==> config.mk <==
export PLATFORM = sky130hd
export DESIGN_NAME = thc_sqr_step
export DESIGN_NICKNAME = d
export VERILOG_FILES = /design/src/rtl/thc_pkg.sv /design/src/rtl/thc_sqr_step.sv
export SDC_FILE = /design/constraint.sdc
export NUM_CORES = 2
export LEC_CHECK = 0
export BUFFER_PORTS_ARGS = -buffer_cell sky130_fd_sc_hd__buf_2
export CELL_PAD_IN_SITES_DETAIL_PLACEMENT = 0
export CELL_PAD_IN_SITES_GLOBAL_PLACEMENT = 1
export CORE_MARGIN = 3
export CORE_UTILIZATION = 50
export CTS_CLUSTER_SIZE = 20
export DETAILED_ROUTE_END_ITERATION = 8
export PLACE_DENSITY_LB_ADDON = 0.1
export SLEW_MARGIN = 5
export SYNTH_ARGS = -nofsm -noshare
export SYNTH_HDL_FRONTEND = slang
export SYNTH_SLANG_ARGS = --single-unit
==> constraint.sdc <==
create_clock -name clk -period 10.15 [get_ports clk]
set_input_delay 0 -clock clk [delete_from_list [all_inputs] [get_ports clk]]
set_output_delay 0 -clock clk [all_outputs]
set_load 0.05 [all_outputs]
==> src/rtl/thc_pkg.sv <==
// Shared constants, types and coefficient tables for the thermistor converter.
package thc_pkg;

    localparam int ADC_BITS  = 10;
    localparam int FRAC_BITS = 4;
    localparam int LOG_STEPS = 24;
    localparam int LW_W      = LOG_STEPS + 4;
    localparam int ACC_W     = 48;
    localparam int Y_W       = 44;
    localparam int QBITS     = 14;
    localparam int R_W       = Y_W + QBITS;
    localparam int N_W       = 56;

    localparam logic [ADC_BITS-1:0] FULL = {ADC_BITS{1'b1}};
    localparam logic [29:0] LN2_Q30 = 30'd744261118;
    localparam logic [N_W-1:0] SCALE_N = N_W'(64'd1000000000000000 << FRAC_BITS);
    localparam logic signed [15:0] LIM  = 16'(300 << FRAC_BITS);
    localparam logic signed [15:0] KOFF = 16'(273 << FRAC_BITS);

    localparam logic [1:0] ST_OK   = 2'd0;
    localparam logic [1:0] ST_RAIL = 2'd1;
    localparam logic [1:0] ST_SAT  = 2'd2;

    localparam logic [1:0] SEL_C = 2'd0;
    localparam logic [1:0] SEL_B = 2'd1;
    localparam logic [1:0] SEL_A = 2'd2;
    localparam logic [1:0] SEL_D = 2'd3;

    typedef struct packed {
        logic       rail;
        logic [1:0] seg;
        logic       force_hi;
    } thc_side_t;

    // Coefficient table in units of 1e-15
    function automatic logic signed [ACC_W-1:0] coef(input logic [1:0] sel,
                                                     input logic [1:0] seg);
        logic signed [63:0] v;
        v = 64'sd0;
        unique case ({sel, seg})
            {SEL_A, 2'd0}: v = 64'sd3357042000000;
            {SEL_A, 2'd1}: v = 64'sd3354017000000;
            {SEL_A, 2'd2}: v = 64'sd3353048100000;
            {SEL_A, 2'd3}: v = 64'sd3353616600000;
            {SEL_B, 2'd0}: v = 64'sd252148480000;
            {SEL_B, 2'd1}: v = 64'sd256172440000;
            {SEL_B, 2'd2}: v = 64'sd254202300000;
            {SEL_B, 2'd3}: v = 64'sd253772000000;
            {SEL_C, 2'd0}: v = 64'sd3374328300;
            {SEL_C, 2'd1}: v = 64'sd2140094300;
            {SEL_C, 2'd2}: v = 64'sd1143116300;
            {SEL_C, 2'd3}: v = 64'sd854332710;
            {SEL_D, 2'd0}: v = -64'sd64957311;
            {SEL_D, 2'd1}: v = -64'sd72405219;
            {SEL_D, 2'd2}: v = -64'sd69383563;
            {SEL_D, 2'd3}: v = -64'sd87912262;
            default:       v = 64'sd0;
        endcase
        return ACC_W'(v);
    endfunction

endpackage

==> src/rtl/thc_sqr_step.sv <==
// One squaring step of the log2 mantissa pipeline for both operands.
module thc_sqr_step #(
    parameter int BIT_POS = 23
) (
    input  logic                       clk,
    input  logic                       en,
    input  logic [30:0]                m_c_in,
    input  logic [30:0]                m_r_in,
    input  logic [thc_pkg::LW_W-1:0]   lw_c_in,
    input  logic [thc_pkg::LW_W-1:0]   lw_r_in,
    output logic [30:0]                m_c_reg,
    output logic [30:0]                m_r_reg,
    output logic [thc_pkg::LW_W-1:0]   lw_c_reg,
    output logic [thc_pkg::LW_W-1:0]   lw_r_reg
);
    import thc_pkg::*;

    logic [61:0] p_c, p_r;
    logic [31:0] s_c, s_r;
    logic [30:0] m_c_next, m_r_next;
    logic [LW_W-1:0] lw_c_next, lw_r_next;

    // Square, truncate, renormalize and emit one fraction bit
    always_comb
    begin
        p_c = {31'b0, m_c_in} * {31'b0, m_c_in};
        p_r = {31'b0, m_r_in} * {31'b0, m_r_in};
        s_c = p_c[61:30];
        s_r = p_r[61:30];
        m_c_next = s_c[31] ? s_c[31:1] : s_c[30:0];
        m_r_next = s_r[31] ? s_r[31:1] : s_r[30:0];
        lw_c_next = lw_c_in | (LW_W'(s_c[31]) << BIT_POS);
        lw_r_next = lw_r_in | (LW_W'(s_r[31]) << BIT_POS);
    end

    always_ff @(posedge clk)
    begin
        if (en)
        begin
            m_c_reg  <= m_c_next;
            m_r_reg  <= m_r_next;
            lw_c_reg <= lw_c_next;
            lw_r_reg <= lw_r_next;
        end
    end

endmodule

==> impl_metrics.py <==
metrics = {
    "status": {
        "outcome": "finished, final reports clean",
    },
    "die": {
        "die_area_um2": 120000,
        "core_area_um2": 114700,
        "row_count": 124,
        "die_w_um": 346.5,
        "die_y_um": 346.5,
        "io_pins": 238,
        "start_util_pct": 50.55,
    },
    "setup_path": {
        "start_kind": "input pin",
        "crit_top_cell": "fa_1",
        "cp.required_ns": 10.40,
        "path_class": "input pin to flip-flop",
        "cpLargestDelayFamily": "adder cells",
        "critPathArrivalTime_ns": 9.24,
        "crit_fanout": 27,
        "cp-end-kind": "flip-flop",
        "crit_buf_inv": 7,
        "max_stage_delay_ns": 0.71,
        "crit_slowest_cell": "a31oi_1",
    },
    "final_layout": {
        "layout_commonest_cell": "inv_1",
        "synthToLayoutAreaGrowth_pct": 6.749,
        "final_nets": 8294,
        "drive_gt1_share_pct": 6.592,
        "final_cell_mix": "inv_1, fa_1, nand2_1, ha_1, and2_1",
    },
    "route": {
        "postRouteAntennaNets": 0,
        "routedWlPerCell_um": 20.40,
        "first_pass_iters": 7,
        "wirelength_mm": 156.6,
        "drc": 0,
        "drt-vias-per-instance": 5.120,
        "drt_iter0_drc": 1912,
        "dr_total_vias": 39290,
    },
    "worst_hold_path": {
        "hp-class": "input pin to flip-flop",
    },
    "global_routing": {
        "antenna_found_initial": 9,
        "gr-usage-all-layers_pct": 27.67,
        "globalRouteOverflowTotal": 0,
        "grt_pass1_wl_mm": 256.3,
        "grt_pass1_vias": 45170,
        "grt_max_degree": 63,
    },
    "clock_network": {
        "cts_tree": "done",
        "h-tree-depth": 4,
        "clkSinkCount": 118,
        "root_buffer": "clkbuf_16",
        "postCtsSetupBuffers": 0,
        "ctsLongestPathBuffers": 2,
        "cts_inserted_buffers": 17,
        "path_clk_slew_ns": 0.06,
    },
    "yosys": {
        "synth_nets": 8131,
        "synth_seq_area_share_pct": 6.114,
        "synth_top_area_cell": "fa_1",
        "synth_edf_count": 118,
        "async_reset_ff_share_pct": 0,
        "synth_area_um2": 57960,
        "yosys-top-cells-area": "fa_1, inv_1, ha_1, edfxtp_1, and2_1",
        "synthCells": 5983,
        "ys_warn_count": 0,
        "ys_seq_elements": 118,
        "synth_top_area_share_pct": 51.61,
        "avgSynthCellArea_um2": 9.687,
        "synthDistinctLibCells": 77,
        "synthFlopType": "edfxtp_1",
    },
    "place": {
        "place_hpwl_mm": 131.0,
        "numPortBuffers": 237,
        "place_congestion": 0.9181,
    },
    "sta": {
        "finalSetupTns_ns": 0,
        "maxSlewViolCount": 0,
        "relSlewSlack_pct": 34.26,
        "max_freq_mhz": 111.3,
        "rsz0062_at_grt": "false",
        "setup_viol": 0,
        "min_period_ns": 8.985,
        "post-route-period-util_pct": 88.53,
        "final-hold-violation-count": 0,
        "tightestPinTransition_ns": 0.9758,
    },
    "flow_run": {
        "drv_cap": 0,
    },
}
-- metal layers --
metal  routed length [um]  track usage (%)
met5                   23                0
met4                 2190            4.066
met3                 8888            4.171
met2                77090            47.05
met1                68380            38.59
-- worst paths after layout --
path / startpoint / to / cells past startpoint
max: m_r_in[6] / m_r_reg[20]$_DFFE_PP_ / 27
min: en / lw_c_reg[5]$_DFFE_PP_ / 1
-- cell families after synthesis --
| group | after synthesis | synth area share, % |
|---|---|---|
| buffers and inverters | 2036 | 13.25 |
| AOI/OAI and AO/OA | 401 | 4.516 |
| muxes | 59 | 1.120 |
| adders and majority gates | 2028 | 63.13 |
| DFF | 118 | 6.114 |
| and+or+nand+nor | 1226 | 10.09 |
| xor gates and xnor gates | 115 | 1.770 |
-- stage by stage --
step | worst slack, ns | instances | area (um^2) | utilization [%] | hold slack (ns)
2_1_floorplan | 2.601 | 5983 | 57960 | - | 0.09887
3_3_place_gp | 1.036 | 7583 | 60670 | 52.91 | 0.1764
3_5_place_dp | 0.8910 | 7583 | 60670 | 52.91 | 0.1781
4_1_cts | 1.272 | 7671 | 61860 | 53.95 | 0.1545
5_1_grt | 0.6352 | 7671 | 61860 | 53.95 | 0.1784
6_report | 1.165 | 7674 | 61870 | 53.96 | 0.1575
-- Yosys cell counts (all sizes together) (47+ instances only) --
cell type / count
fa: 1494
a21o: 58
nor2: 118
inv: 1825
xor2: 48
a21oi: 143
o21ai: 68
ha: 534
clkbuf: 194
and2: 379
edfxtp: 118
mux2: 47
nand2: 598
xnor2: 67
-- layout make-up --
class / count / area [um^2]
fill: 10660 / 52790
multi-input combinational: 3829 / 46730
inverter: 1826 / 6854
sequential: 118 / 3543
timing repair buffer: 354 / 2207
tap: 1512 / 1892
clock buffer: 17 / 425.4
clock inverter: 15 / 206.4
antenna: 3 / 7.507
-- what timing repair did --
action / in CTS / in global routing
hold buffers: 56 / 0
hold endpoints to repair: 56 / 0
gates resized for setup: 0 / 0
Power is not shown: default switching activity piles up to over one toggle a cycle in this logic, so the estimate is an artifact.
