===== src/rtl/thc_pkg.sv =====
// Shared constants, types and coefficient tables for the thermistor converter.
package thc_pkg;

    localparam int ADC_BITS  = 10;
    localparam int FRAC_BITS = 4;
    localparam int LOG_STEPS = 24;
    localparam int LW_W      = LOG_STEPS + 4;
    localparam int ACC_W     = 48;
    localparam int Y_W       = 44;
    localparam int QBITS     = 14;
    localparam int R_W       = Y_W + QBITS;
    localparam int N_W       = 56;

    localparam logic [ADC_BITS-1:0] FULL = {ADC_BITS{1'b1}};
    localparam logic [29:0] LN2_Q30 = 30'd744261118;
    localparam logic [N_W-1:0] SCALE_N = N_W'(64'd1000000000000000 << FRAC_BITS);
    localparam logic signed [15:0] LIM  = 16'(300 << FRAC_BITS);
    localparam logic signed [15:0] KOFF = 16'(273 << FRAC_BITS);

    localparam logic [1:0] ST_OK   = 2'd0;
    localparam logic [1:0] ST_RAIL = 2'd1;
    localparam logic [1:0] ST_SAT  = 2'd2;

    localparam logic [1:0] SEL_C = 2'd0;
    localparam logic [1:0] SEL_B = 2'd1;
    localparam logic [1:0] SEL_A = 2'd2;
    localparam logic [1:0] SEL_D = 2'd3;

    typedef struct packed {
        logic       rail;
        logic [1:0] seg;
        logic       force_hi;
    } thc_side_t;

    // Coefficient table in units of 1e-15
    function automatic logic signed [ACC_W-1:0] coef(input logic [1:0] sel,
                                                     input logic [1:0] seg);
        logic signed [63:0] v;
        v = 64'sd0;
        unique case ({sel, seg})
            {SEL_A, 2'd0}: v = 64'sd3357042000000;
            {SEL_A, 2'd1}: v = 64'sd3354017000000;
            {SEL_A, 2'd2}: v = 64'sd3353048100000;
            {SEL_A, 2'd3}: v = 64'sd3353616600000;
            {SEL_B, 2'd0}: v = 64'sd252148480000;
            {SEL_B, 2'd1}: v = 64'sd256172440000;
            {SEL_B, 2'd2}: v = 64'sd254202300000;
            {SEL_B, 2'd3}: v = 64'sd253772000000;
            {SEL_C, 2'd0}: v = 64'sd3374328300;
            {SEL_C, 2'd1}: v = 64'sd2140094300;
            {SEL_C, 2'd2}: v = 64'sd1143116300;
            {SEL_C, 2'd3}: v = 64'sd854332710;
            {SEL_D, 2'd0}: v = -64'sd64957311;
            {SEL_D, 2'd1}: v = -64'sd72405219;
            {SEL_D, 2'd2}: v = -64'sd69383563;
            {SEL_D, 2'd3}: v = -64'sd87912262;
            default:       v = 64'sd0;
        endcase
        return ACC_W'(v);
    endfunction

endpackage


===== src/rtl/thc_horner_step.sv =====
// One Horner step, acc*L + coef, as a product stage and an add stage.
module thc_horner_step #(
    parameter logic [1:0] SEL = 2'd0
) (
    input  logic                              clk,
    input  logic                              en,
    input  logic signed [thc_pkg::ACC_W-1:0]  acc_in,
    input  logic [23:0]                       lmag_in,
    input  logic                              lneg_in,
    input  logic [1:0]                        seg_in,
    output logic signed [thc_pkg::ACC_W-1:0]  acc_reg,
    output logic [23:0]                       lmag_reg,
    output logic                              lneg_reg,
    output logic [1:0]                        seg_reg
);
    import thc_pkg::*;

    logic [ACC_W-1:0]    amag;
    logic [ACC_W+23:0]   prod_next, prod_reg;
    logic                pneg_next, pneg_reg;
    logic [23:0]         lmag_mid_reg;
    logic                lneg_mid_reg;
    logic [1:0]          seg_mid_reg;
    logic [ACC_W-1:0]    sh;
    logic signed [ACC_W-1:0] acc_next;

    // Multiply magnitudes, track the product sign
    always_comb
    begin
        amag      = acc_in[ACC_W-1] ? ACC_W'(-acc_in) : ACC_W'(acc_in);
        prod_next = {24'b0, amag} * {{ACC_W{1'b0}}, lmag_in};
        pneg_next = acc_in[ACC_W-1] ^ lneg_in;
    end

    // Truncate toward zero, sign and add the next coefficient
    always_comb
    begin
        sh       = ACC_W'(prod_reg >> 20);
        acc_next = (pneg_reg ? -$signed(sh) : $signed(sh)) + coef(SEL, seg_mid_reg);
    end

    always_ff @(posedge clk)
    begin
        if (en)
        begin
            prod_reg     <= prod_next;
            pneg_reg     <= pneg_next;
            lmag_mid_reg <= lmag_in;
            lneg_mid_reg <= lneg_in;
            seg_mid_reg  <= seg_in;
            acc_reg      <= acc_next;
            lmag_reg     <= lmag_mid_reg;
            lneg_reg     <= lneg_mid_reg;
            seg_reg      <= seg_mid_reg;
        end
    end

endmodule


===== config.mk =====
export PLATFORM = sky130hd
export DESIGN_NAME = thc_horner_step
export DESIGN_NICKNAME = d
export VERILOG_FILES = /design/src/rtl/thc_pkg.sv /design/src/rtl/thc_horner_step.sv
export SDC_FILE = /design/constraint.sdc
export NUM_CORES = 2
export LEC_CHECK = 0
export ABC_CLOCK_PERIOD_IN_PS = 11500
export BUFFER_PORTS_ARGS = -buffer_cell sky130_fd_sc_hd__buf_2
export CAP_MARGIN = 20
export CORE_MARGIN = 4
export CORE_UTILIZATION = 65
export CTS_CLUSTER_SIZE = 10
export DETAILED_ROUTE_END_ITERATION = 8
export GPL_TIMING_DRIVEN = 0
export PLACE_DENSITY = 0.85
export SYNTH_ARGS = -nofsm -noshare
export SYNTH_HDL_FRONTEND = slang
export SYNTH_SLANG_ARGS = --single-unit

===== constraint.sdc =====
create_clock -name clk -period 11.5 [get_ports clk]
set_clock_uncertainty 0.15 [all_clocks]
set_input_delay 1.15 -clock clk [delete_from_list [all_inputs] [get_ports clk]]
set_output_delay 1.15 -clock clk [all_outputs]
set_load 0.02 [all_outputs]

==> impl_metrics.json <==
{
  "num_rows": 94,
  "slew_headroom_pct": 14.7,
  "met2_usage_pct": 60.7,
  "fin_cells": 5751,
  "synth_edf_count": 151,
  "drive_above_1_share_pct": 5.50,
  "ys_types": 77,
  "ys_seq_elements": 151,
  "vias": 35100,
  "critical_path.max_stage_delay_ps": 700,
  "ys_seq_area_share_pct": 10.4,
  "synthTopCellsByArea": "fa_1 (46%), edfxtp_1 (10%), inv_1 (9.1%)",
  "worstSetupStartpoint": "acc_in[25]",
  "antenna_found_initial": 12,
  "reg2reg_depth": 17,
  "critPathMaxFanout": 10,
  "grt-ovfl-total": 0,
  "cts_sinks": 151,
  "crit_cells": 34,
  "grt_max_degree": 97,
  "critPathKind": "input port to register",
  "grtUsageTotal_pct": 42.8,
  "cap_violations": 0,
  "tightest_slew_ps": 1280,
  "placed_cells": 5705,
  "die-width_um": 266,
  "min_period_ps": 11320,
  "finalMaxSlewViolations": 0,
  "clock-root-buffer": "clkbuf_16",
  "yosys.area.top_type_share_pct": 46.3,
  "cts_tree": "built",
  "crit_family": "adder cells",
  "grt_pass1_wl_um": 221000,
  "post_drt_wl_per_cell_um": 25.6,
  "finalWeightedCongestion": 1.06,
  "hold_buffers": 0,
  "end_kind": "register",
  "hold_path.class": "register to register",
  "hold_violations": 0,
  "period_share_pct": 98.4,
  "finalSetupViolCount": 0,
  "setup.worst_path.end": "prod_reg[66]",
  "start_kind": "input port",
  "regToRegSetupSlack_ps": 5410,
  "required_ps": 11590,
  "rr_endpoint": "acc_reg[37]",
  "status": "complete, no violations",
  "htree_levels": 4,
  "syn_area_um2": 43400,
  "grt_use_met1_pct": 55.0,
  "r2r-start": "pneg_reg",
  "async_flop_share_pct": 0,
  "syn_avg_cell_area_um2": 9.28,
  "yosys_warnings": 0,
  "crit_buf_inv": 9,
  "die_height_um": 266,
  "max_freq_mhz": 88.4,
  "synth_commonest_cells": "inv_1 (1048), fa_1 (1004), nand2_1 (717)",
  "cpMaxStageDelayCell": "clkbuf_1",
  "clk_latency_ps": 490,
  "dp_hpwl_um": 121000,
  "clkTransAtPathRegs_ps": 90,
  "dieArea_um2": 71000,
  "clockBufferDepth": 2,
  "grt_pass1_vias": 36400,
  "area_delta_synth_final_pct": 6.35,
  "pin_count": 152,
  "synth_top_cell_by_area": "fa_1",
  "io_buffers": 151,
  "antenna_left": 0,
  "synthMostInstantiatedCell": "inv_1",
  "grt.met3_usage_pct": 15.0,
  "timing.critical_path.mode_cell": "fa_1",
  "drc": 0,
  "first_iter_violations": 3950,
  "ys.flop_type": "edfxtp_1",
  "syn-num-nets": 5962,
  "cts_inserted_buffers": 17,
  "syn_inst": 4676,
  "initial_core_util_pct": 65.8,
  "core-area_um2": 66000,
  "busiest_layer": "met2",
  "firstDrtPassIters": 6,
  "fin_nets": 6150,
  "min-delay-start": "lmag_mid_reg[7]",
  "critical_path_arrival_ps": 11410,
  "finalWirelength_um": 147000,
  "via_per_inst": 6.11
}
[timing repair]
item                                   CTS  global route
resized for setup                        8            57
pin swaps                                0             1
endpoints found under the hold margin    0             0
setup endpoints to repair               10            16
cloned                                   0             0
buffers inserted                         0             1
[metal layers]
layer / vias to the layer above / part of all wire, %
li1: 14300 / -
met1: 17600 / 35
met2: 2590 / 42
met3: 673 / 14
met4: 4 / 9.3
met5: - / 0.019
[cell type report]
type                       count  area [µm²]
multi-input combinational   3235       34200
antenna                       11        27.5
clock inverter                14         130
inverter                    1049        3940
buffer                       238         931
timing repair buffer         172         952
fill                        5122       19800
sequential                   151        4530
clock buffer                  17         425
tap                          864        1080
[how the worst min path moves through the flow]
stage | depth (start not counted) | to | slack [ps]
after floorplan | 0 | lmag_reg[0] | 250
after global placement | 0 | lmag_reg[23] | 250
after detailed placement | 0 | lmag_reg[4] | 260
after CTS | 0 | lmag_reg[7] | 270
after global routing | 0 | lmag_reg[0] | 270
final | 0 | lmag_reg[7] | 260
[cells in the final DEF (no fill, tap or decap), types with 19 or more instances in the layout]
| cell type | n |
|---|---|
| xor2_1 | 42 |
| ha_1 | 204 |
| clkbuf_1 | 212 |
| a21o_1 | 45 |
| o21ai_0 | 74 |
| inv_1 | 1047 |
| and2_1 | 523 |
| nand2b_1 | 19 |
| nand3_1 | 30 |
| nand2_1 | 717 |
| fa_1 | 1004 |
| nor2_1 | 62 |
| buf_2 | 161 |
| xnor2_1 | 141 |
| edfxtp_1 | 151 |
| nor2b_1 | 21 |
| o31ai_1 | 36 |
| a21oi_1 | 86 |
[cell families (layout without fill, tap and decap cells)]
group,count (synthesis),count (layout),synth area share [%]
and+or+nand+nor,1486,1486,17.1
buffers and inverters,1290,1490,11.2
AOI/OAI and AO/OA,343,343,5.12
DFF,151,151,10.4
muxes,5,5,0.118
other,0,11,0
xor gates and xnor gates,192,192,3.87
adders and majority gates,1209,1209,52.2
[per-stage QoR]
step / TNS [ps] / worst slack (ps) / hold slack, ps / util (%) / cell area (µm²)
floorplan: 0 / 1570 / 250 / - / 43400
global placement: -18780 / -1760 / 250 / 68.6 / 45300
detailed placement: -11290 / -814 / 255 / 68.8 / 45400
CTS: 0 / 8.86 / 266 / 69.7 / 46000
global route: -64.1 / -64.1 / 271 / 69.9 / 46100
finish: 0 / 183 / 256 / 70.0 / 46200
Power is left out: the tool's default activity adds up to more than one toggle a clock period on the data nets, which glitch-free logic cannot reach.
