`config.mk`:
```
export PLATFORM = sky130hd
export DESIGN_NAME = thc_div_step
export DESIGN_NICKNAME = d
export VERILOG_FILES = /design/src/rtl/thc_pkg.sv /design/src/rtl/thc_div_step.sv
export SDC_FILE = /design/constraint.sdc
export NUM_CORES = 1
export LEC_CHECK = 0
export ABC_AREA = 1
export BUFFER_PORTS_ARGS = -buffer_cell sky130_fd_sc_hd__buf_2
export CAP_MARGIN = 20
export CORE_MARGIN = 8
export CORE_UTILIZATION = 45
export CTS_BUF_LIST = sky130_fd_sc_hd__clkbuf_4 sky130_fd_sc_hd__clkbuf_8 sky130_fd_sc_hd__clkbuf_16
export DETAILED_ROUTE_END_ITERATION = 16
export PLACE_DENSITY = 0.7
export SLEW_MARGIN = 20
export SYNTH_ARGS = -nofsm -noshare
export SYNTH_HDL_FRONTEND = slang
export SYNTH_SLANG_ARGS = --single-unit
```
`constraint.sdc`:
```
create_clock -name clk -period 2.1 [get_ports clk]
set_input_delay 0 -clock clk [delete_from_list [all_inputs] [get_ports clk]]
set_output_delay 0 -clock clk [all_outputs]
set_load 0.02 [all_outputs]
```
`src/rtl/thc_pkg.sv`:
```
// Shared constants, types and coefficient tables for the thermistor converter.
package thc_pkg;

    localparam int ADC_BITS  = 10;
    localparam int FRAC_BITS = 4;
    localparam int LOG_STEPS = 24;
    localparam int LW_W      = LOG_STEPS + 4;
    localparam int ACC_W     = 48;
    localparam int Y_W       = 44;
    localparam int QBITS     = 14;
    localparam int R_W       = Y_W + QBITS;
    localparam int N_W       = 56;

    localparam logic [ADC_BITS-1:0] FULL = {ADC_BITS{1'b1}};
    localparam logic [29:0] LN2_Q30 = 30'd744261118;
    localparam logic [N_W-1:0] SCALE_N = N_W'(64'd1000000000000000 << FRAC_BITS);
    localparam logic signed [15:0] LIM  = 16'(300 << FRAC_BITS);
    localparam logic signed [15:0] KOFF = 16'(273 << FRAC_BITS);

    localparam logic [1:0] ST_OK   = 2'd0;
    localparam logic [1:0] ST_RAIL = 2'd1;
    localparam logic [1:0] ST_SAT  = 2'd2;

    localparam logic [1:0] SEL_C = 2'd0;
    localparam logic [1:0] SEL_B = 2'd1;
    localparam logic [1:0] SEL_A = 2'd2;
    localparam logic [1:0] SEL_D = 2'd3;

    typedef struct packed {
        logic       rail;
        logic [1:0] seg;
        logic       force_hi;
    } thc_side_t;

    // Coefficient table in units of 1e-15
    function automatic logic signed [ACC_W-1:0] coef(input logic [1:0] sel,
                                                     input logic [1:0] seg);
        logic signed [63:0] v;
        v = 64'sd0;
        unique case ({sel, seg})
            {SEL_A, 2'd0}: v = 64'sd3357042000000;
            {SEL_A, 2'd1}: v = 64'sd3354017000000;
            {SEL_A, 2'd2}: v = 64'sd3353048100000;
            {SEL_A, 2'd3}: v = 64'sd3353616600000;
            {SEL_B, 2'd0}: v = 64'sd252148480000;
            {SEL_B, 2'd1}: v = 64'sd256172440000;
            {SEL_B, 2'd2}: v = 64'sd254202300000;
            {SEL_B, 2'd3}: v = 64'sd253772000000;
            {SEL_C, 2'd0}: v = 64'sd3374328300;
            {SEL_C, 2'd1}: v = 64'sd2140094300;
            {SEL_C, 2'd2}: v = 64'sd1143116300;
            {SEL_C, 2'd3}: v = 64'sd854332710;
            {SEL_D, 2'd0}: v = -64'sd64957311;
            {SEL_D, 2'd1}: v = -64'sd72405219;
            {SEL_D, 2'd2}: v = -64'sd69383563;
            {SEL_D, 2'd3}: v = -64'sd87912262;
            default:       v = 64'sd0;
        endcase
        return ACC_W'(v);
    endfunction

endpackage

```
`src/rtl/thc_div_step.sv`:
```
// One restoring division step producing a single quotient bit.
module thc_div_step #(
    parameter int SHIFT = 0
) (
    input  logic                            clk,
    input  logic                            en,
    input  logic [thc_pkg::R_W-1:0]         r_in,
    input  logic [thc_pkg::Y_W-1:0]         y_in,
    input  logic [thc_pkg::QBITS-1:0]       q_in,
    output logic [thc_pkg::R_W-1:0]         r_reg,
    output logic [thc_pkg::Y_W-1:0]         y_reg,
    output logic [thc_pkg::QBITS-1:0]       q_reg
);
    import thc_pkg::*;

    logic [R_W-1:0]   ys;
    logic             take;
    logic [R_W-1:0]   r_next;
    logic [QBITS-1:0] q_next;

    // Compare and subtract the shifted divisor
    always_comb
    begin
        ys     = R_W'(y_in) << SHIFT;
        take   = (r_in >= ys);
        r_next = take ? r_in - ys : r_in;
        q_next = q_in | (QBITS'(take) << SHIFT);
    end

    always_ff @(posedge clk)
    begin
        if (en)
        begin
            r_reg <= r_next;
            y_reg <= y_in;
            q_reg <= q_next;
        end
    end

endmodule

```
==> results.toml, run 1 <==
[critical_path]
start_kind = "input port"
cp.required_ns = 2.27
critPathKind = "input port to register"
cp_max_fo = 27
crit_arrival_ns = 2.15
end_kind = "register"

[synth]
yosys.area_share.simple = 0.3581
ys_top_cells_by_area = "edfxtp_1 39%, nand2_1 25%, inv_1 13%"
synth_fa_ha_area_frac = 0.06354
yosysUniqueCellTypes = 31
ys_warn_count = 0
synth_xor_area_frac = 0.02536
synth_area_sq_um = 8980
synth-edff-count = 116
synthArstFlopShare = 0
synthMuxAreaShare = 0
synthFlopType = "edfxtp_1"
ys_seq_area_frac = 0.3879
synth_fp_nets = 1511
ys_seq_elements = 116
synth_cells = 1348
synth_area_leader_cell = "edfxtp_1"
synth_top_cell_area_share = 0.3879
syn_area_per_cell_sq_um = 6.662
synth_top_family_by_area = "simple AND/OR/NAND/NOR gates"
synth_compound_area_frac = 0.03037

[pwr]
switching_share = 0.3214
ir_worst_vdd_mv = 0.5636
p_comb_frac = 0.295
total_power_mw = 8.682
p_per_area_nw_per_um2 = 661.1
power_leakage_nw = 7.177
power_frac_seq = 0.336
p_sw_mw = 2.790
p_int_mw = 5.891
clkPwrFrac = 0.369

[floorplanning]
die_h_um = 157.3
pin_count = 234
initial_core_util = 0.4599
die_area_sq_um = 24730
core_area_sq_um = 19530
die_w_um = 157.3
fp-row-count = 51

[sta]
slew_headroom = 0.7044
slew_viol_final = 0
timing.final.crit_share = 0.9434
tightest_slew_ns = 0.4417
hold_viol_final = 0
clock.fmax_mhz = 504.8
finalSetupViolCount = 0
fin_tns_setup_ns = 0
min_period_ns = 1.981

[min_path]
hold_path_class = "input port to register"

[place]
place_congestion = 0.9179
dp.cells = 1949
io_buffers = 233
hpwl_um = 26730

[final_layout]
fin_nets = 1980
post-route-util = 0.6725
largest_reg_flops = 58
drive_gt1_frac = 0.2180
stdcell_count = 2095
area_delta_synth_final_pct = 46.23
num_antenna_cells = 0

[status]
outcome = "complete, no violations"

[clock_tree]
h-tree-depth = 4
clkSlewWorstSetupHoldPaths_ns = 0.06
root_buffer = "clkbuf_16"
numCtsBuffers = 17
cts_sinks = 116
tritoncts = "done"
cts_max_path_buffers = 2

[route]
drt_iter0_markers = 672
num_vias = 9707
dr.pass1.iters = 5
route.detailed.wl_per_inst_um = 16.12
ant_nets = 0
drt-vias-per-instance = 4.633
drc = 0
routed_wl_um = 33770

[global_routing]
track_usage = 0.2750
antenna_found_initial = 1
grt_pass1_wl_um = 51820
grt_max_degree = 52
grt_pass1_vias = 9768
grt_overflow_total = 0

[job]
drv_cap = 0
[through the flow]
| step | instance area, sq um | hold slack, ns | setup slack, ns |
|---|---|---|---|
| floorplan | 8980 | 0.09887 | 0.2741 |
| global placement | 11340 | 0.1773 | -0.1352 |
| detailed placement | 11340 | 0.1781 | -0.1168 |
| CTS | 13110 | 0.0007796 | 0.1035 |
| global route | 13130 | 0.01482 | -0.002766 |
| finish | 13130 | 0.01525 | 0.1188 |
[layout make-up]
type / count / area [sq um]
Clock buffer: 18 / 432.9
Clock inverter: 14 / 202.7
Fill cell: 1689 / 6395
Inverter: 306 / 1149
Multi-Input combinational cell: 916 / 4302
Sequential cell: 116 / 3483
Tap cell: 265 / 331.6
Timing Repair Buffer: 460 / 3231
[power groups by stage]
stage | clock network (mW) | logic (mW) | registers, mW
global placement | 0 | 2.34 | 2.96
floorplan | 0 | 1.00 | 3.31
global route | 3.34 | 2.80 | 2.95
finish | 3.20 | 2.56 | 2.92
CTS | 3.23 | 2.54 | 2.92
detailed placement | 0 | 2.36 | 2.96
[critical path: stages]
cell and delay (ns):
dlygate4sd3_1 0.54, buf_2 0.14, inv_1 0.11, nand2_1 0.09, nor2_1 0.16, nand2_1 0.11, nor2_1 0.14, nand3_1 0.10
o21ai_1 0.16, nor2_2 0.08, nand2_4 0.09, inv_2 0.08, buf_12 0.18, nand2_1 0.07, nand2_1 0.08
[synth_stat cells, types with 2 or more instances]
| cell | count |
|---|---|
| buf_2 | 7 |
| nand4_1 | 9 |
| ha_1 | 44 |
| and2_1 | 6 |
| nor3_1 | 8 |
| nand2_1 | 590 |
| nor2_4 | 2 |
| xnor2_1 | 2 |
| inv_2 | 4 |
| nor2_2 | 3 |
| nand3_1 | 55 |
| inv_1 | 302 |
| o21ai_0 | 8 |
| nand3b_1 | 19 |
| nor2_1 | 97 |
| a21oi_1 | 37 |
| o21a_1 | 2 |
| xor2_1 | 24 |
| edfxtp_1 | 116 |
| buf_4 | 2 |
[cells in the final DEF (no fill, tap or decap), drive strengths merged]
cell,n
or2,2
nand4,9
xnor2,2
ha,44
nor3b,1
nor4,1
clkbuf,18
clkinv,5
nor3,8
nand3,55
bufinv,4
edfxtp,116
inv,309
o21a,2
buf,347
xor2,24
nand2,592
nand3b,19
dlygate4sd3,113
o21bai,1
nor2,102
o21ai,9
and2,6
fa,1
clkinvlp,2
a21oi,38
[layer usage]
layer | share of wire | vias to the layer above | track usage | wire length [um]
met5 | 0.00050 | - | 0 | 17
met4 | 0.028 | 2 | 0.1006 | 961
met3 | 0.083 | 49 | 0.05731 | 2795
met2 | 0.44 | 360 | 0.4426 | 15020
met1 | 0.44 | 4261 | 0.3584 | 14980
li1 | - | 5035 | - | -
[path summary, 6_finish.rpt]
path,start,to,slack [ns],cells after the start
min,r_in[1],r_reg[1],0.02,3
max,r_in[46],r_reg[28],0.12,15
[kinds of logic (layout without fill, tap and decap cells)]
logic type / count (synthesis) / count (layout)
simple gates: 795 / 795
fa+ha+maj: 45 / 45
buf+inv: 316 / 798
compound gates: 50 / 50
xor+xnor: 26 / 26
flops: 116 / 116
[timing repair]
action | in CTS | in global routing
buffers inserted | 0 | 1
endpoints found under the setup margin | 0 | 50
gates resized for setup | 0 | 7
hold buffers | 113 | 0
hold endpoints to repair | 117 | 0
No activity file was read; power rests on OpenSTA's default activity.
==> inputs of run 2 (changes only) <==
--- a/config.mk
+++ b/config.mk
@@ -6,7 +6,7 @@
 export NUM_CORES = 1
 export LEC_CHECK = 0
 export ABC_AREA = 1
-export BUFFER_PORTS_ARGS = -buffer_cell sky130_fd_sc_hd__buf_2
+export BUFFER_PORTS_ARGS = -buffer_cell sky130_fd_sc_hd__buf_4
 export CAP_MARGIN = 20
 export CORE_MARGIN = 8
 export CORE_UTILIZATION = 45
==> results.toml, run 2 (synthesis results as in run 1) <==
[clock_tree]
numCtsBuffers = 17
cts_sinks = 116
h-tree-depth = 4
tritoncts = "done"
cts_max_path_buffers = 2
clkSlewWorstSetupHoldPaths_ns = 0.06
postCtsSetupRepairBufs = 0
root_buffer = "clkbuf_16"

[place]
place_congestion = 0.9402
post-place-ws_ns = -0.1276
io_buffers = 233
hpwl_um = 27150
placed_area_sq_um = 12000
dp.cells = 1959

[sta]
timing.final.crit_share = 0.9460
min_period_ns = 1.987
fin_tns_setup_ns = 0
finalSetupViolCount = 0
setup_ws_ns = 0.1135
tightest_slew_ns = 0.5076
hold_viol_final = 0
slew_viol_final = 0
slew_headroom = 0.6616
clock.fmax_mhz = 503.4
rsz0062_at_grt = "false"

[final_layout]
area_delta_synth_final_pct = 53.74
stdcell_count = 2106
final_area_sq_um = 13810
final_common_cell = "nand2_1"
fin_nets = 1991
largest_reg_flops = 58
mostFrequentLayoutCells = "589 x nand2_1, 350 x buf_4, 300 x inv_1"
drive_gt1_frac = 0.2254
post-route-util = 0.7070
num_antenna_cells = 0

[route]
ant_nets = 0
dr.pass1.iters = 5
drc = 0
drt_iter0_markers = 895
routed_wl_um = 36530
num_vias = 10240
route.detailed.wl_per_inst_um = 17.34
drt-vias-per-instance = 4.863

[global_routing]
antenna_found_initial = 0
grt_max_degree = 49
track_usage = 0.2951
grt_pass1_vias = 10400
grt_pass1_wl_um = 55800
grt_overflow_total = 0

[critical_path]
end_kind = "register"
worst-path-buf-inv = 5
critical_path.top_delay_family = "buffers and inverters"
critPathSlowestCell = "dlygate4sd3_1"
critPathKind = "input port to register"
cp.required_ns = 2.26
crit_chain = "dlygate4sd3_1 -> buf_4 -> inv_1 -> nand2_1 -> nor2_2 -> nand2_1 -> nor2_1 -> nand3_1 -> o21ai_2 -> nor2_2 -> nand2_4 -> inv_2 -> buf_12 -> nand2_1 -> nand2_1"
crit_arrival_ns = 2.15
crit_path_max_incr_delay_ns = 0.55
start_kind = "input port"
cp_max_fo = 25
worst_path_most_repeated_cell = "nand2_1"

[floorplanning]
core_area_sq_um = 19530
initial_core_util = 0.4599
die_area_sq_um = 24730
fp-row-count = 51
pin_count = 234
die_w_um = 157.3
die_h_um = 157.3

[pwr]
ir_worst_vdd_mv = 0.5457
power_leakage_nw = 7.410
p_per_area_nw_per_um2 = 643.7

[min_path]
hold_path_class = "input port to register"

[status]
outcome = "complete, no violations"

[job]
drv_cap = 0
[run 2: cell types whose count changed in the layout (fill, tap and decap cells not counted), sizes merged]
cell	previous run	this run
dlygate4sd3	113	115
clkinvlp	2	5
inv	309	308
clkbuf	18	17
bufinv	4	3
buf	347	356
[run 2: path summary, 6_finish.rpt]
check	startpoint	depth (start not counted)	slack, ns	end
setup / recovery	r_in[46]	15	0.11	r_reg[18]
hold / removal	r_in[53]	3	0.01	r_reg[53]
[run 2: routing by layer]
| layer | GRT usage | share of wire | vias up |
|---|---|---|---|
| met3 | 0.07540 | 0.089 | 70 |
| li1 | - | - | 5049 |
| met2 | 0.4908 | 0.46 | 461 |
| met4 | 0.08976 | 0.026 | 0 |
| met5 | 0 | 0 | - |
| met1 | 0.3697 | 0.42 | 4661 |
[run 2: cell type report]
cell class                      instances  area (sq um)
Inverter                              306          1152
Clock buffer                           17         425.4
Sequential cell                       116          3483
Timing Repair Buffer                  471          3899
Multi-Input combinational cell        916          4334
Tap cell                              265         331.6
Fill cell                            1558          5720
Clock inverter                         15         180.2
[run 2: where the power goes]
| part | total, mW | switching [mW] | leakage [nW] | internal [mW] |
|---|---|---|---|---|
| Combinational | 2.85 | 1.62 | 5.99 | 1.23 |
| Clock | 3.09 | 1.22 | 0.282 | 1.87 |
| Sequential | 2.95 | 0.0812 | 1.14 | 2.87 |
| Total | 8.89 | 2.92 | 7.41 | 5.97 |
[run 2: through the flow]
stage,power [mW],hold slack [ns]
2_1_floorplan,4.318,0.09887
3_3_place_gp,5.530,0.1787
3_5_place_dp,5.570,0.1795
4_1_cts,8.784,0.005146
5_1_grt,9.240,0.01037
6_report,8.886,0.01230
[run 2: repair_timing]
action / 4_1_cts / 5_1_grt
gates resized for setup: 0 / 16
endpoints found under the hold margin: 115 / 0
endpoints found under the setup margin: 0 / 58
hold buffers: 115 / 0
==> inputs of run 3 (changes only) <==
--- a/config.mk
+++ b/config.mk
@@ -12,7 +12,7 @@
 export CORE_UTILIZATION = 45
 export CTS_BUF_LIST = sky130_fd_sc_hd__clkbuf_4 sky130_fd_sc_hd__clkbuf_8 sky130_fd_sc_hd__clkbuf_16
 export DETAILED_ROUTE_END_ITERATION = 16
-export PLACE_DENSITY = 0.7
+export PLACE_DENSITY_LB_ADDON = 0.12
 export SLEW_MARGIN = 20
 export SYNTH_ARGS = -nofsm -noshare
 export SYNTH_HDL_FRONTEND = slang
==> results.toml, run 3 (synthesis results as in run 1) <==
[status]
outcome = "complete, no violations"

[place]
hpwl_um = 28660
place_congestion = 0.9385
io_buffers = 233

[final_layout]
fillCellCount = 1468
post-route-util = 0.7206
drive_gt1_frac = 0.2399
largest_reg_flops = 58
mostFrequentLayoutCells = "588 x nand2_1, 391 x buf_4, 302 x inv_1"
final_common_cell = "nand2_1"
fin_nets = 2030
area_delta_synth_final_pct = 56.68
num_antenna_cells = 0

[sta]
clock.fmax_mhz = 492.4
min_period_ns = 2.031
hold_slack_ns = 0.009462
timing.final.crit_share = 0.9671
hold_viol_final = 0
slew_headroom = 0.5062
finalSetupViolCount = 0
slew_viol_final = 0
tightest_slew_ns = 0.7407

[route]
wl_met2_um = 19040
ant_nets = 0
top_layer_used = "met4"
routed_wl_um = 42310
route.met3.wl_um = 4943
drc = 0
dr.pass1.iters = 8
wl_met1_um = 16400
route.detailed.wl_per_inst_um = 19.72
drt_iter0_markers = 1197
drt-vias-per-instance = 5.202
num_vias = 11160

[critical_path]
start_kind = "input port"
critPathSlowestCell = "dlygate4sd3_1"
crit_path_max_incr_delay_ns = 0.53
crit_chain = "dlygate4sd3_1 -> buf_4 -> inv_1 -> nand2_1 -> buf_4 -> nor3_1 -> nand3_1 -> o21ai_1 -> nor2_2 -> nand2_4 -> inv_4 -> buf_12 -> nand2_1 -> nand2_1"
critical_path.top_delay_family = "buffers and inverters"
crit_arrival_ns = 2.20
cp_max_fo = 29
worst-path-buf-inv = 6
end_kind = "register"
critPathKind = "input port to register"
cp.required_ns = 2.27
worst_path_most_repeated_cell = "nand2_1"

[global_routing]
antenna_found_initial = 0
track_usage = 0.3340
grt_pass1_wl_um = 62400
grt_overflow_total = 0
grt_max_degree = 61
grt_pass1_vias = 11290

[min_path]
hold_path_class = "input port to register"

[clock_tree]
root_buffer = "clkbuf_16"
tritoncts = "done"
clkSlewWorstSetupHoldPaths_ns = 0.07
cts_sinks = 116
h-tree-depth = 4
numCtsBuffers = 17
postCtsSetupRepairBufs = 0
cts_max_path_buffers = 2

[floorplanning]
die_w_um = 157.3
initial_core_util = 0.4599
die_area_sq_um = 24730
pin_count = 234
die_h_um = 157.3
fp-row-count = 51
core_area_sq_um = 19530

[pwr]
p_per_area_nw_per_um2 = 651.0
power_leakage_nw = 7.614
ir_worst_vdd_mv = 0.5851

[job]
drv_cap = 0
==> run 3: cell types whose count changed in the layout (fill, tap and decap cells not counted), sizes merged <==
cell,delta
dlygate4sd3,-3
buf,+41
clkinv,+1
clkinvlp,-2
clkbuf,+3
inv,-1
==> run 3: final timing paths <==
check	startpoint	to	cells past startpoint	slack, ns
worst max-delay path	r_in[57]	r_reg[26]	14	0.07
worst min-delay path	r_in[55]	r_reg[55]	4	0.009
==> run 3: timing repair <==
item	in CTS	in global routing
resized for setup	0	10
endpoints found under the hold margin	112	0
setup endpoints to repair	0	57
hold buffers	112	0
==> run 3: area by class of cell <==
class | count | area (sq um) | area share
Inverter | 306 | 1151 | 0.08181
Tap cell | 265 | 331.6 | 0.02357
Sequential cell | 116 | 3483 | 0.2476
Clock inverter | 13 | 158.9 | 0.01129
Clock buffer | 19 | 440.4 | 0.03130
Multi-Input combinational cell | 916 | 4312 | 0.3064
Timing Repair Buffer | 510 | 4193 | 0.2980
==> run 3: tightest hold or removal path, cell delays in order <==
cell     delay [ns]
buf_4          0.08
inv_1          0.06
nand3_1        0.08
a21oi_1        0.05
==> run 3: stage by stage <==
stage / worst slack (ns) / TNS, ns / total power, mW / instance area (sq um) / std cells
floorplan: 0.2741 / 0 / 4.318 / 8980 / 1348
global placement: -0.1264 / -5.120 / 5.612 / 12290 / 2000
detailed placement: -0.1438 / -5.010 / 5.678 / 12290 / 2000
CTS: 0.02409 / 0 / 8.897 / 14010 / 2144
global route: -0.007314 / -0.01198 / 9.439 / 14070 / 2145
finish: 0.06911 / 0 / 9.159 / 14070 / 2145
==> run 3: layer usage <==
metal / vias up / GRT usage
met5: - / 0
met4: 0 / 0.1500
met3: 171 / 0.08911
met2: 833 / 0.5364
met1: 5033 / 0.4136
li1: 5122 / -
==> run 3: where the power goes <==
group | switching [mW] | leakage (nW) | total, mW | internal (mW)
Clock | 1.24 | 0.290 | 3.13 | 1.89
Combinational | 1.78 | 6.19 | 3.07 | 1.29
Sequential | 0.0920 | 1.14 | 2.96 | 2.87
Total | 3.11 | 7.61 | 9.16 | 6.05
